**src/stt_pkg.sv**
```systemverilog
package stt_pkg;

    // Fixed field widths of the result channel
    localparam int OFFSET_BITS = 16;
    localparam int LENGTH_BITS = 16;
    localparam int VALUE_BITS  = 64;

    // Result queue between the lexer and the output port
    localparam int QUEUE_DEPTH    = 4;
    localparam int QUEUE_IDX_BITS = 2;
    localparam int QUEUE_CNT_BITS = 3;

    // Token kinds
    typedef enum logic [2:0] {
        KIND_END     = 3'd0,
        KIND_KEYWORD = 3'd1,
        KIND_IDENT   = 3'd2,
        KIND_NUMBER  = 3'd3,
        KIND_STRING  = 3'd4,
        KIND_SYMBOL  = 3'd5,
        KIND_INVALID = 3'd6
    } kind_t;

    // Symbol codes
    localparam logic [2:0] SYM_NONE   = 3'd0;
    localparam logic [2:0] SYM_LPAREN = 3'd0;
    localparam logic [2:0] SYM_RPAREN = 3'd1;
    localparam logic [2:0] SYM_LBRACE = 3'd2;
    localparam logic [2:0] SYM_RBRACE = 3'd3;
    localparam logic [2:0] SYM_COMMA  = 3'd4;
    localparam logic [2:0] SYM_SEMI   = 3'd5;
    localparam logic [2:0] SYM_QUOTE  = 3'd6;

    // Character codes
    localparam logic [7:0] CH_NUL       = 8'h00;
    localparam logic [7:0] CH_TAB       = 8'h09;
    localparam logic [7:0] CH_CR        = 8'h0D;
    localparam logic [7:0] CH_SPACE     = 8'h20;
    localparam logic [7:0] CH_DQUOTE    = 8'h22;
    localparam logic [7:0] CH_LPAREN    = 8'h28;
    localparam logic [7:0] CH_RPAREN    = 8'h29;
    localparam logic [7:0] CH_COMMA     = 8'h2C;
    localparam logic [7:0] CH_ZERO      = 8'h30;
    localparam logic [7:0] CH_NINE      = 8'h39;
    localparam logic [7:0] CH_SEMI      = 8'h3B;
    localparam logic [7:0] CH_UPPER_A   = 8'h41;
    localparam logic [7:0] CH_UPPER_Z   = 8'h5A;
    localparam logic [7:0] CH_BACKSLASH = 8'h5C;
    localparam logic [7:0] CH_LOWER_A   = 8'h61;
    localparam logic [7:0] CH_LOWER_F   = 8'h66;
    localparam logic [7:0] CH_LOWER_N   = 8'h6E;
    localparam logic [7:0] CH_LOWER_Z   = 8'h7A;
    localparam logic [7:0] CH_LBRACE    = 8'h7B;
    localparam logic [7:0] CH_RBRACE    = 8'h7D;

    localparam logic [LENGTH_BITS-1:0] LENGTH_MAX = '1;

    // One result token
    typedef struct packed {
        kind_t                  kind;
        logic [2:0]             symbol;
        logic [OFFSET_BITS-1:0] start;
        logic [LENGTH_BITS-1:0] length;
        logic [VALUE_BITS-1:0]  value;
        logic                   overflow;
        logic                   last;
    } token_t;

    // Tokens produced by one accepted byte, in order
    typedef struct packed {
        logic [1:0] count;
        token_t     first;
        token_t     second;
    } token_push_t;

    function automatic logic is_space(input logic [7:0] c);
        return (c == CH_SPACE) || (c >= CH_TAB && c <= CH_CR);
    endfunction

    function automatic logic is_digit(input logic [7:0] c);
        return (c >= CH_ZERO) && (c <= CH_NINE);
    endfunction

    function automatic logic is_letter(input logic [7:0] c);
        return ((c >= CH_LOWER_A) && (c <= CH_LOWER_Z)) ||
               ((c >= CH_UPPER_A) && (c <= CH_UPPER_Z));
    endfunction

endpackage

```
**src/stt_lexer.sv**
```systemverilog
module stt_lexer #(
    parameter int POSITION_BITS = 16
) (
    input  logic                 aclk,
    input  logic                 aresetn,
    input  logic                 accept,
    input  logic [7:0]           text_byte,
    output stt_pkg::token_push_t push
);
    import stt_pkg::*;

    typedef enum logic [2:0] {
        MODE_IDLE   = 3'd0,
        MODE_NUMBER = 3'd1,
        MODE_WORD   = 3'd2,
        MODE_STRING = 3'd3,
        MODE_ESCAPE = 3'd4
    } mode_t;

    localparam logic [POSITION_BITS-1:0] POS_ONE = {{(POSITION_BITS-1){1'b0}}, 1'b1};

    mode_t                   mode_reg, mode_next;
    logic [POSITION_BITS-1:0] pos_reg, pos_next;
    logic [POSITION_BITS-1:0] start_reg, start_next;
    logic [LENGTH_BITS-1:0]  len_reg, len_next;
    logic [VALUE_BITS-1:0]   acc_reg, acc_next;
    logic                    sat_reg, sat_next;
    logic [1:0]              kw_reg, kw_next;

    logic [POSITION_BITS-1:0] pos_inc;
    logic [POSITION_BITS-1:0] start_dec;
    logic [LENGTH_BITS-1:0]   len_grow;
    logic [7:0]               digit;
    logic [VALUE_BITS+3:0]    acc_times_ten;
    logic                     acc_wraps;

    // Outcome of lexing the byte as the start of something new
    logic                     fr_emit;
    logic                     fr_end;
    token_t                   fr_tok;
    mode_t                    fr_mode;
    logic [POSITION_BITS-1:0] fr_start;
    logic [LENGTH_BITS-1:0]   fr_len;
    logic [VALUE_BITS-1:0]    fr_acc;
    logic                     fr_sat;
    logic [1:0]               fr_kw;

    logic                     use_fresh;
    logic                     closed_valid;
    token_t                   closed_tok;
    logic                     ended;
    token_push_t              push_comb;

    assign pos_inc   = pos_reg + POS_ONE;
    assign start_dec = start_reg - POS_ONE;
    assign len_grow  = (len_reg == LENGTH_MAX) ? len_reg : len_reg + 1'b1;
    assign digit     = text_byte - CH_ZERO;

    // acc * 10 + digit, with four guard bits to spot overflow
    assign acc_times_ten = ({4'b0, acc_reg} << 3) + ({4'b0, acc_reg} << 1) +
                           (VALUE_BITS + 4)'(digit);
    assign acc_wraps     = sat_reg || (acc_times_ten[VALUE_BITS+3:VALUE_BITS] != 4'd0);

    // Fresh lex of the current byte
    always_comb begin
        fr_emit         = 1'b0;
        fr_end          = 1'b0;
        fr_tok          = '0;
        fr_tok.kind     = KIND_INVALID;
        fr_tok.symbol   = SYM_NONE;
        fr_tok.start    = OFFSET_BITS'(pos_reg);
        fr_tok.length   = LENGTH_BITS'(1);
        fr_mode         = MODE_IDLE;
        fr_start        = start_reg;
        fr_len          = len_reg;
        fr_acc          = acc_reg;
        fr_sat          = sat_reg;
        fr_kw           = 2'd0;
        if (text_byte == CH_NUL) begin
            fr_emit       = 1'b1;
            fr_end        = 1'b1;
            fr_tok.kind   = KIND_END;
            fr_tok.length = '0;
        end else if (is_space(text_byte)) begin
            fr_emit = 1'b0;
        end else if (is_digit(text_byte)) begin
            fr_mode  = MODE_NUMBER;
            fr_start = pos_reg;
            fr_len   = LENGTH_BITS'(1);
            fr_acc   = VALUE_BITS'(digit);
            fr_sat   = 1'b0;
        end else if (is_letter(text_byte)) begin
            fr_mode  = MODE_WORD;
            fr_start = pos_reg;
            fr_len   = LENGTH_BITS'(1);
            fr_kw    = (text_byte == CH_LOWER_F) ? 2'd1 : 2'd0;
        end else if (text_byte == CH_DQUOTE) begin
            fr_mode  = MODE_STRING;
            fr_start = pos_inc;
            fr_len   = '0;
        end else begin
            fr_emit     = 1'b1;
            fr_tok.kind = KIND_SYMBOL;
            case (text_byte)
                CH_LPAREN: fr_tok.symbol = SYM_LPAREN;
                CH_RPAREN: fr_tok.symbol = SYM_RPAREN;
                CH_LBRACE: fr_tok.symbol = SYM_LBRACE;
                CH_RBRACE: fr_tok.symbol = SYM_RBRACE;
                CH_COMMA:  fr_tok.symbol = SYM_COMMA;
                CH_SEMI:   fr_tok.symbol = SYM_SEMI;
                default: begin
                    fr_tok.kind   = KIND_INVALID;
                    fr_tok.symbol = SYM_NONE;
                end
            endcase
        end
    end

    // Continue or close the pending token
    always_comb begin
        mode_next             = mode_reg;
        start_next            = start_reg;
        len_next              = len_reg;
        acc_next              = acc_reg;
        sat_next              = sat_reg;
        kw_next               = kw_reg;
        use_fresh             = 1'b0;
        closed_valid          = 1'b0;
        closed_tok            = '0;
        closed_tok.kind       = KIND_NUMBER;
        closed_tok.symbol     = SYM_NONE;
        closed_tok.start      = OFFSET_BITS'(start_reg);
        closed_tok.length     = len_reg;
        case (mode_reg)
            MODE_NUMBER: begin
                if (is_digit(text_byte)) begin
                    len_next = len_grow;
                    sat_next = acc_wraps;
                    acc_next = acc_wraps ? '1 : acc_times_ten[VALUE_BITS-1:0];
                end else begin
                    closed_valid        = 1'b1;
                    closed_tok.kind     = KIND_NUMBER;
                    closed_tok.value    = acc_reg;
                    closed_tok.overflow = sat_reg;
                    use_fresh           = 1'b1;
                end
            end
            MODE_WORD: begin
                if (is_letter(text_byte) || is_digit(text_byte)) begin
                    len_next = len_grow;
                    kw_next  = (kw_reg == 2'd1 && text_byte == CH_LOWER_N) ? 2'd2 : 2'd0;
                end else begin
                    closed_valid    = 1'b1;
                    closed_tok.kind = (kw_reg == 2'd2) ? KIND_KEYWORD : KIND_IDENT;
                    use_fresh       = 1'b1;
                end
            end
            MODE_STRING, MODE_ESCAPE: begin
                if (text_byte == CH_NUL) begin
                    // unterminated string: invalid from the quote, then end
                    closed_valid      = 1'b1;
                    closed_tok.kind   = KIND_INVALID;
                    closed_tok.symbol = SYM_QUOTE;
                    closed_tok.start  = OFFSET_BITS'(start_dec);
                    closed_tok.length = len_grow;
                    use_fresh         = 1'b1;
                end else if (mode_reg == MODE_ESCAPE) begin
                    len_next  = len_grow;
                    mode_next = MODE_STRING;
                end else if (text_byte == CH_DQUOTE) begin
                    closed_valid    = 1'b1;
                    closed_tok.kind = KIND_STRING;
                    mode_next       = MODE_IDLE;
                end else begin
                    len_next = len_grow;
                    if (text_byte == CH_BACKSLASH) begin
                        mode_next = MODE_ESCAPE;
                    end
                end
            end
            default: begin
                use_fresh = 1'b1;
            end
        endcase

        if (use_fresh) begin
            mode_next  = fr_mode;
            start_next = fr_start;
            len_next   = fr_len;
            acc_next   = fr_acc;
            sat_next   = fr_sat;
            kw_next    = fr_kw;
        end

        ended    = use_fresh && fr_end;
        pos_next = pos_inc;
        if (ended) begin
            mode_next  = MODE_IDLE;
            pos_next   = '0;
            start_next = '0;
            len_next   = '0;
            acc_next   = '0;
            sat_next   = 1'b0;
            kw_next    = 2'd0;
        end
    end

    // Pack the tokens in order and mark the last one
    always_comb begin
        push_comb = '0;
        if (closed_valid) begin
            push_comb.first  = closed_tok;
            push_comb.second = fr_tok;
            push_comb.count  = (use_fresh && fr_emit) ? 2'd2 : 2'd1;
        end else begin
            push_comb.first  = fr_tok;
            push_comb.second = fr_tok;
            push_comb.count  = (use_fresh && fr_emit) ? 2'd1 : 2'd0;
        end
        if (push_comb.count == 2'd2) begin
            push_comb.second.last = 1'b1;
        end else begin
            push_comb.first.last = 1'b1;
        end
        if (!accept) begin
            push_comb.count = 2'd0;
        end
    end

    assign push = push_comb;

    // Scanner state
    always_ff @(posedge aclk) begin
        if (!aresetn) begin
            mode_reg  <= MODE_IDLE;
            pos_reg   <= '0;
            start_reg <= '0;
            len_reg   <= '0;
            acc_reg   <= '0;
            sat_reg   <= 1'b0;
            kw_reg    <= 2'd0;
        end else if (accept) begin
            mode_reg  <= mode_next;
            pos_reg   <= pos_next;
            start_reg <= start_next;
            len_reg   <= len_next;
            acc_reg   <= acc_next;
            sat_reg   <= sat_next;
            kw_reg    <= kw_next;
        end
    end

`ifndef SYNTHESIS
    // Only a closed number, word or unterminated string can precede a second token
    assert property (@(posedge aclk) disable iff (!aresetn)
        push.count == 2'd2 |-> (push.first.kind == KIND_NUMBER ||
                                push.first.kind == KIND_IDENT ||
                                push.first.kind == KIND_KEYWORD ||
                                push.first.kind == KIND_INVALID))
        else $error("stt_lexer: unexpected first token of a pair");

    // An end token restarts the text at offset zero
    assert property (@(posedge aclk) disable iff (!aresetn)
        ((push.count == 2'd1 && push.first.kind == KIND_END) ||
         (push.count == 2'd2 && push.second.kind == KIND_END))
        |=> (pos_reg == '0 && mode_reg == MODE_IDLE))
        else $error("stt_lexer: state not cleared after end token");

    // Overflow flag only on number tokens
    assert property (@(posedge aclk) disable iff (!aresetn)
        (push.count != 2'd0 && push.first.kind != KIND_NUMBER) |-> !push.first.overflow)
        else $error("stt_lexer: overflow on a non-number token");
`endif

endmodule

```
**src/stt_token_queue.sv**
```systemverilog
module stt_token_queue (
    input  logic                 aclk,
    input  logic                 aresetn,
    input  stt_pkg::token_push_t push,
    input  logic                 pop,
    output stt_pkg::token_t      head,
    output logic                 head_valid,
    output logic                 room_for_two
);
    import stt_pkg::*;

    token_t                    q_reg [QUEUE_DEPTH];
    logic [QUEUE_IDX_BITS-1:0] wr_ptr_reg;
    logic [QUEUE_IDX_BITS-1:0] rd_ptr_reg;
    logic [QUEUE_CNT_BITS-1:0] cnt_reg;
    logic [QUEUE_IDX_BITS-1:0] wr_ptr_plus1;

    assign wr_ptr_plus1 = wr_ptr_reg + 1'b1;

    // Token storage
    always_ff @(posedge aclk) begin
        if (push.count != 2'd0) begin
            q_reg[wr_ptr_reg] <= push.first;
        end
        if (push.count == 2'd2) begin
            q_reg[wr_ptr_plus1] <= push.second;
        end
    end

    // Pointers and fill count
    always_ff @(posedge aclk) begin
        if (!aresetn) begin
            wr_ptr_reg <= '0;
            rd_ptr_reg <= '0;
            cnt_reg    <= '0;
        end else begin
            wr_ptr_reg <= wr_ptr_reg + QUEUE_IDX_BITS'(push.count);
            rd_ptr_reg <= rd_ptr_reg + QUEUE_IDX_BITS'(pop);
            cnt_reg    <= cnt_reg + QUEUE_CNT_BITS'(push.count) - QUEUE_CNT_BITS'(pop);
        end
    end

    assign head         = q_reg[rd_ptr_reg];
    assign head_valid   = (cnt_reg != '0);
    assign room_for_two = (cnt_reg <= QUEUE_CNT_BITS'(QUEUE_DEPTH - 2));

`ifndef SYNTHESIS
    // Fill count stays within the queue
    assert property (@(posedge aclk) disable iff (!aresetn)
        cnt_reg <= QUEUE_CNT_BITS'(QUEUE_DEPTH))
        else $error("stt_token_queue: fill count out of range");

    // No read from an empty queue
    assert property (@(posedge aclk) disable iff (!aresetn)
        pop |-> cnt_reg != '0)
        else $error("stt_token_queue: pop while empty");

    // Writes only land when two slots are free
    assert property (@(posedge aclk) disable iff (!aresetn)
        push.count != 2'd0 |-> room_for_two)
        else $error("stt_token_queue: push without room");
`endif

endmodule

```
**src/source_text_tokenizer_unit.sv**
```systemverilog
// Channel | Direction | Ports                                   | Transaction
// s_      | in        | s_valid, s_ready, s_text_byte           | one source byte
// m_      | out       | m_valid, m_ready, m_token_kind ...      | one token
//
// One byte is taken per cycle while s_ready is high; its tokens (none, one or two) are
// written into a four-entry token queue in the same edge and shown in order from the queue head.
// The queue drains one token per cycle while m_ready is high, so s_ready drops only while
// fewer than two entries are free. Reset (aresetn low, synchronous) empties the queue and
// restarts the text at offset 0. A stalled m_ side holds the head token unchanged.
module source_text_tokenizer_unit #(
    parameter int POSITION_BITS = 16
) (
    input  logic        aclk,
    input  logic        aresetn,
    input  logic        s_valid,
    output logic        s_ready,
    input  logic [7:0]  s_text_byte,
    output logic        m_valid,
    input  logic        m_ready,
    output logic [2:0]  m_token_kind,
    output logic [2:0]  m_symbol_code,
    output logic [15:0] m_start_offset,
    output logic [15:0] m_token_length,
    output logic [63:0] m_number_value,
    output logic        m_number_overflow,
    output logic        m_last_of_run
);
    import stt_pkg::*;

    logic        in_accept;
    logic        out_accept;
    token_push_t push;
    token_t      head;

    assign in_accept  = s_valid && s_ready;
    assign out_accept = m_valid && m_ready;

    // Scanner
    stt_lexer #(
        .POSITION_BITS(POSITION_BITS)
    ) u_lexer (
        .aclk      (aclk),
        .aresetn   (aresetn),
        .accept    (in_accept),
        .text_byte (s_text_byte),
        .push      (push)
    );

    // Token queue feeding the result channel
    stt_token_queue u_queue (
        .aclk         (aclk),
        .aresetn      (aresetn),
        .push         (push),
        .pop          (out_accept),
        .head         (head),
        .head_valid   (m_valid),
        .room_for_two (s_ready)
    );

    assign m_token_kind      = head.kind;
    assign m_symbol_code     = head.symbol;
    assign m_start_offset    = head.start;
    assign m_token_length    = head.length;
    assign m_number_value    = head.value;
    assign m_number_overflow = head.overflow;
    assign m_last_of_run     = head.last;

endmodule

```
**config.mk**
```make
export PLATFORM = sky130hd
export DESIGN_NAME = source_text_tokenizer_unit
export DESIGN_NICKNAME = d
export VERILOG_FILES = /design/src/stt_pkg.sv /design/src/stt_lexer.sv /design/src/stt_token_queue.sv /design/src/source_text_tokenizer_unit.sv
export SDC_FILE = /design/constraint.sdc
export NUM_CORES = 1
export LEC_CHECK = 0
export BUFFER_PORTS_ARGS = -buffer_cell sky130_fd_sc_hd__clkbuf_2
export CAP_MARGIN = 20
export CORE_MARGIN = 3
export CORE_UTILIZATION = 35
export CTS_CLUSTER_SIZE = 14
export DETAILED_ROUTE_END_ITERATION = 8
export SLEW_MARGIN = 20
export SYNTH_ARGS = -nofsm -noshare
export SYNTH_HDL_FRONTEND = slang
export SYNTH_SLANG_ARGS = --single-unit
```
**constraint.sdc**
```tcl
create_clock -name aclk -period 4.95 [get_ports aclk]
set_input_delay 0.99 -clock aclk [delete_from_list [all_inputs] [get_ports aclk]]
set_output_delay 0.99 -clock aclk [all_outputs]
set_load 0.01 [all_outputs]
```
==> results.toml, run 1 <==
[global_routing]
grt_overflow_total = 0
grt_antenna_before_repair = 3
grt_pass1_vias = 22422
grt_pass1_wl_um = 129000
track_usage_pct = 18.8
grt_max_degree = 106

[synth]
synth-async-reset-ratio_pct = 0
synth_edf_count = 96
synth_fp_nets = 2971
synth_seq_area_share_pct = 41.8
yosys_warnings = 0
synth_common_cells = "dfxtp_1, nand2_1, a32o_1, o21ai_0, clkbuf_1"
netlist_area_mm2 = 0.0282
synth.area.top_cells = "dfxtp_1, edfxtp_1, a32o_1"
yosysMostFrequentCell = "dfxtp_1"
synth_seq_cells = 541
synth_cell_types = 86
synth.avg_cell_area_um2 = 10.0
synthFlopType = "dfxtp_1"
yosys.area.top_type_share_pct = 31.6
syn_inst = 2815
yosys.area.top_type = "dfxtp_1"

[clocking]
cts_tree = "yes"
clkTransAtPathRegs_ps = 60
postCtsSetupBuffers = 0
clk_latency_ps = 620
clk_path_buf_depth = 3
cts_root_buffer = "clkbuf_16"
numCtsBuffers = 59
hold_buffers = 0
h-tree-depth = 2
clock_sinks = 541
ctsResizeCount = 0

[power]
power_leakage_nw = 11.9
peakVddDrop_mv = 0.352
power_density_mw_per_mm2 = 335
p_total_mw = 10.8

[cells_and_area]
ff_latch_area_mm2 = 0.0118
fin_util_pct = 40.7
nFillCells = 7799
final_layout_size_suffix_gt1_share_pct = 16.3
multiInputGateArea_mm2 = 0.0154
area_growth_pct = 14.5
largest_register_ff_count = 416
final_area_mm2 = 0.0323
fin_nets = 3012

[sta]
period_minus_slack_ps = 4460
rsz0062_at_grt = "no"
period_share_pct = 90.1
finalSetupViolCount = 0
drv_slew = 0
slew_headroom_pct = 37.3
worst_slack_ps = 488
fmax_ghz = 0.224
hold_viol_final = 0
worst_pin_slew_ps = 940
setup-tns-final_ps = 0
fin_skew_ps = 21.5

[die]
start_util_pct = 35.5
dieArea_mm2 = 0.0841
die_w_um = 290
io-pin-count = 118
core-area_mm2 = 0.0794
die_h_um = 290
rows = 103

[routing]
vias_per_cell = 5.87
first_pass_iters = 5
initialDrtViolationCount = 2107
drcViolationCount = 0
wire_per_inst_um = 20.7
wl_um = 81900
ant_nets = 0
vias = 23169

[placement]
pre_cts_ws_ps = -165
postPlaceCellArea_mm2 = 0.0304
gp_congestion = 0.903
dp_hpwl_um = 53500
numPortBuffers = 117

[status]
status = "complete, no violations"

[critical_path]
cp.required_ps = 5460
r2r_start = "u_lexer.acc_reg[45]"
startpoint_type = "input port"
crit_path_end_kind = "flop"
crit_type = "input port to flop"
critPathLaunch = "s_text_byte[4]"
critPathArrivalTime_ps = 4970
cp_max_fo = 12

[hold_path]
hold_path.startpoint = "u_queue.q_reg[1][69]"
hp-class = "flop to flop"

[run]
maxCapViolCount = 0
path summary, 6_finish.rpt:
kind,to,slack (ps),depth (start not counted)
setup / recovery,u_lexer.acc_reg[49],490,18
hold / removal,u_queue.q_reg[1][69],450,2
setup reg to reg,u_lexer.acc_reg[14],610,13
hold reg to reg,u_queue.q_reg[1][69],450,2
placed cells by master (no fill, tap or decap), types with 79 or more instances in the layout:
master	netlist	routed
mux4_2	104	104
clkbuf_2	2	117
nor2_1	120	112
dfxtp_1	445	443
a21oi_1	148	148
buf_4	2	79
o21ai_0	214	214
nand2_1	314	314
edfxtp_1	96	96
ha_1	137	137
a32o_1	263	263
final cells by class:
cell class | instances | share of cell area, %
timing repair buffer | 221 | 5.20
multi-input combinational | 1986 | 47.7
tap | 1050 | 4.07
clock buffer | 82 | 5.27
clock inverter | 21 | 0.686
antenna | 1 | 0.00775
sequential | 541 | 36.5
inverter | 47 | 0.581
per-layer routing:
metal / global-route usage [%] / vias to the layer above / wire, um
met5: 0 / - / 0
met4: 4.76 / 0 / 1840
met3: 2.85 / 127 / 5190
met2: 30.1 / 684 / 37700
met1: 26.5 / 11487 / 37200
li1: - / 10871 / -
critical path, stage by stage:
cell       delay, ps
clkbuf_2         110
ha_1             220
xor2_1           170
fa_1             500
inv_1             50
ha_1             310
and3_1           150
a221oi_1          70
buf_4            150
o2111a_1         140
or4b_4           560
a31oi_4          260
o21ai_2           80
nor4b_4          140
a2111oi_4        470
buf_4            230
nor2_4            90
a311oi_1         280
through the flow:
stage                     hold WS [ps]  cells
after floorplan                    420   2815
after global placement             432   3845
after detailed placement           443   3845
after CTS                          457   3948
after global routing               471   3948
final                              452   3949
power breakdown:
group          total (mW)  switching (mW)  internal [mW]
sequential           4.70           0.126           4.58
combinational        1.73            1.10          0.633
clock                4.38            1.83           2.55
logic make-up after synthesis:
family / share of synthesized area (%)
AND/OR/NAND/NOR: 12.6
XOR/XNOR: 3.10
adder cells (fa/ha/maj): 6.57
multiplexers: 8.44
AO/OA/AOI/OAI: 23.5
buffers and inverters: 4.03
flip-flops: 41.8
No activity file was read; power rests on OpenSTA's default activity.
==> run 2, diff against run 1 <==
Settings changed: CORE_UTILIZATION 35 to 45, GPL_TIMING_DRIVEN set to 0.
==> results.toml, run 2 (synthesized netlist as in run 1, its figures left out) <==
[routing]
wire_per_inst_um = 23.7
initialDrtViolationCount = 1735
vias_per_cell = 6.26
wl_met2_um = 44300
wirelength_met1_um = 38400
top_layer_used = "met4"
vias = 24532
ant_nets = 0
first_pass_iters = 6
drcViolationCount = 0
route.met3.wl_um = 6450
wl_um = 92900

[clocking]
h-tree-depth = 2
hold_buffers = 0
clk_latency_ps = 640
cts_root_buffer = "clkbuf_16"
numCtsBuffers = 58
cts_tree = "yes"
clk_path_buf_depth = 3
clock_sinks = 541
clkTransAtPathRegs_ps = 60

[sta]
rsz0062_at_grt = "yes"
finalSetupViolCount = 0
fmax_ghz = 0.208
hold_viol_final = 0
period_share_pct = 97.0
worst_pin_slew_ps = 1060
worst_slack_ps = 151
slew_headroom_pct = 29.6
setup-tns-final_ps = 0
drv_slew = 0
fin_skew_ps = 30.3
period_minus_slack_ps = 4800

[global_routing]
grt_overflow_total = 0
grt_antenna_before_repair = 1
track_usage_pct = 27.7
grt_pass1_vias = 24474
grt_pass1_wl_um = 144000
grt_max_degree = 25

[power]
peakVddDrop_mv = 0.277
power_density_mw_per_mm2 = 338
p_total_mw = 11.0
power_leakage_nw = 12.1

[cells_and_area]
nFillCells = 5630
mostFrequentLayoutCells = "dfxtp_1, nand2_1, a32o_1"
final_area_mm2 = 0.0325
final_layout_size_suffix_gt1_share_pct = 15.4
largest_register_ff_count = 416
fin_nets = 3184
final_common_cell = "dfxtp_1"
area_growth_pct = 15.1
instances_no_fill = 3916

[die]
start_util_pct = 45.6
core-area_mm2 = 0.0618
die_h_um = 256
io-pin-count = 118
dieArea_mm2 = 0.0657
rows = 91
die_w_um = 256

[placement]
dp_hpwl_um = 66000
numPortBuffers = 113
placedCellCount = 3770
pre_cts_ws_ps = -2230
postPlaceCellArea_mm2 = 0.0300
gp_congestion = 0.928

[critical_path]
critPathArrivalTime_ps = 5340
cp_max_fo = 10
startpoint_type = "input port"
crit_type = "input port to flop"
crit_path_end_kind = "flop"
cp.required_ps = 5490

[status]
status = "complete, no violations"

[hold_path]
hp-class = "flop to flop"

[run]
maxCapViolCount = 0
run 2: changes by cell type in the layout (fill, tap and decap cells not counted), moves of 3 or more:
cell / previous run / this run
buf_8: 0 / 4
clkinv_4: 0 / 4
clkbuf_4: 0 / 6
nor3_2: 6 / 2
buf_4: 79 / 35
buf_1: 0 / 13
buf_12: 25 / 3
clkbuf_2: 117 / 143
buf_6: 0 / 7
nor3_4: 0 / 3
buf_2: 0 / 9
clkbuf_1: 9 / 182
clkinv_2: 9 / 15
run 2: layer usage:
layer  vias to the layer above  track usage (%)
li1                      11243                -
met1                     12160             35.9
met2                       937             46.7
met3                       192             3.78
met4                         0             11.1
met5                         -                0
run 2: what timing repair did:
item,in CTS,in global routing
cloned,3,0
endpoints found under the hold margin,0,0
pin swaps,3,9
endpoints found under the setup margin,599,524
resized for setup,39,44
setup buffers,8,26
run 2: layout make-up:
cell class	instances	area, um^2	area share [%]
clock inverter	26	250	0.771
inverter	47	193	0.593
clock buffer	84	1720	5.31
tap	837	1050	3.23
antenna	1	2.50	0.00771
timing repair buffer	153	941	2.90
buffer	238	1020	3.13
timing repair inverter	3	22.5	0.0694
multi-input combinational	1986	15500	47.7
sequential	541	11800	36.3
run 2: critical path, stage by stage:
cell and delay (ps):
clkbuf_2 210, inv_1 100, ha_1 310, inv_1 50
fa_1 480, inv_1 40, ha_1 360, and3_1 210
a221oi_2 100, o2111a_1 190, or4b_4 570, a31oi_4 310
o21ai_2 100, nor4b_4 150, a2111oi_4 390, buf_6 230
o21ai_4 90, buf_12 160, buf_4 180, o211ai_1 100
run 2: final timing paths:
check | start | cells after the start | endpoint | slack [ps]
setup / recovery | s_text_byte[5] | 20 | u_lexer.acc_reg[57] | 150
hold / removal | u_queue.q_reg[3][81] | 2 | u_queue.q_reg[3][81] | 460
setup reg to reg | u_lexer.acc_reg[0] | 15 | u_lexer.acc_reg[6] | 400
hold reg to reg | u_queue.q_reg[3][81] | 2 | u_queue.q_reg[3][81] | 460
run 2: report_power, final:
| group | total (mW) | switching, mW | internal (mW) |
|---|---|---|---|
| logic | 1.89 | 1.27 | 0.615 |
| registers | 4.62 | 0.0473 | 4.57 |
| clock network | 4.46 | 1.88 | 2.58 |
| total | 11.0 | 3.20 | 7.77 |
run 2: metrics by stage:
stage | util (%) | hold slack, ps
after global placement | 48.3 | 433
after floorplan | - | 420
after global routing | 52.5 | 471
after detailed placement | 48.5 | 444
after CTS | 52.0 | 458
final | 52.5 | 456
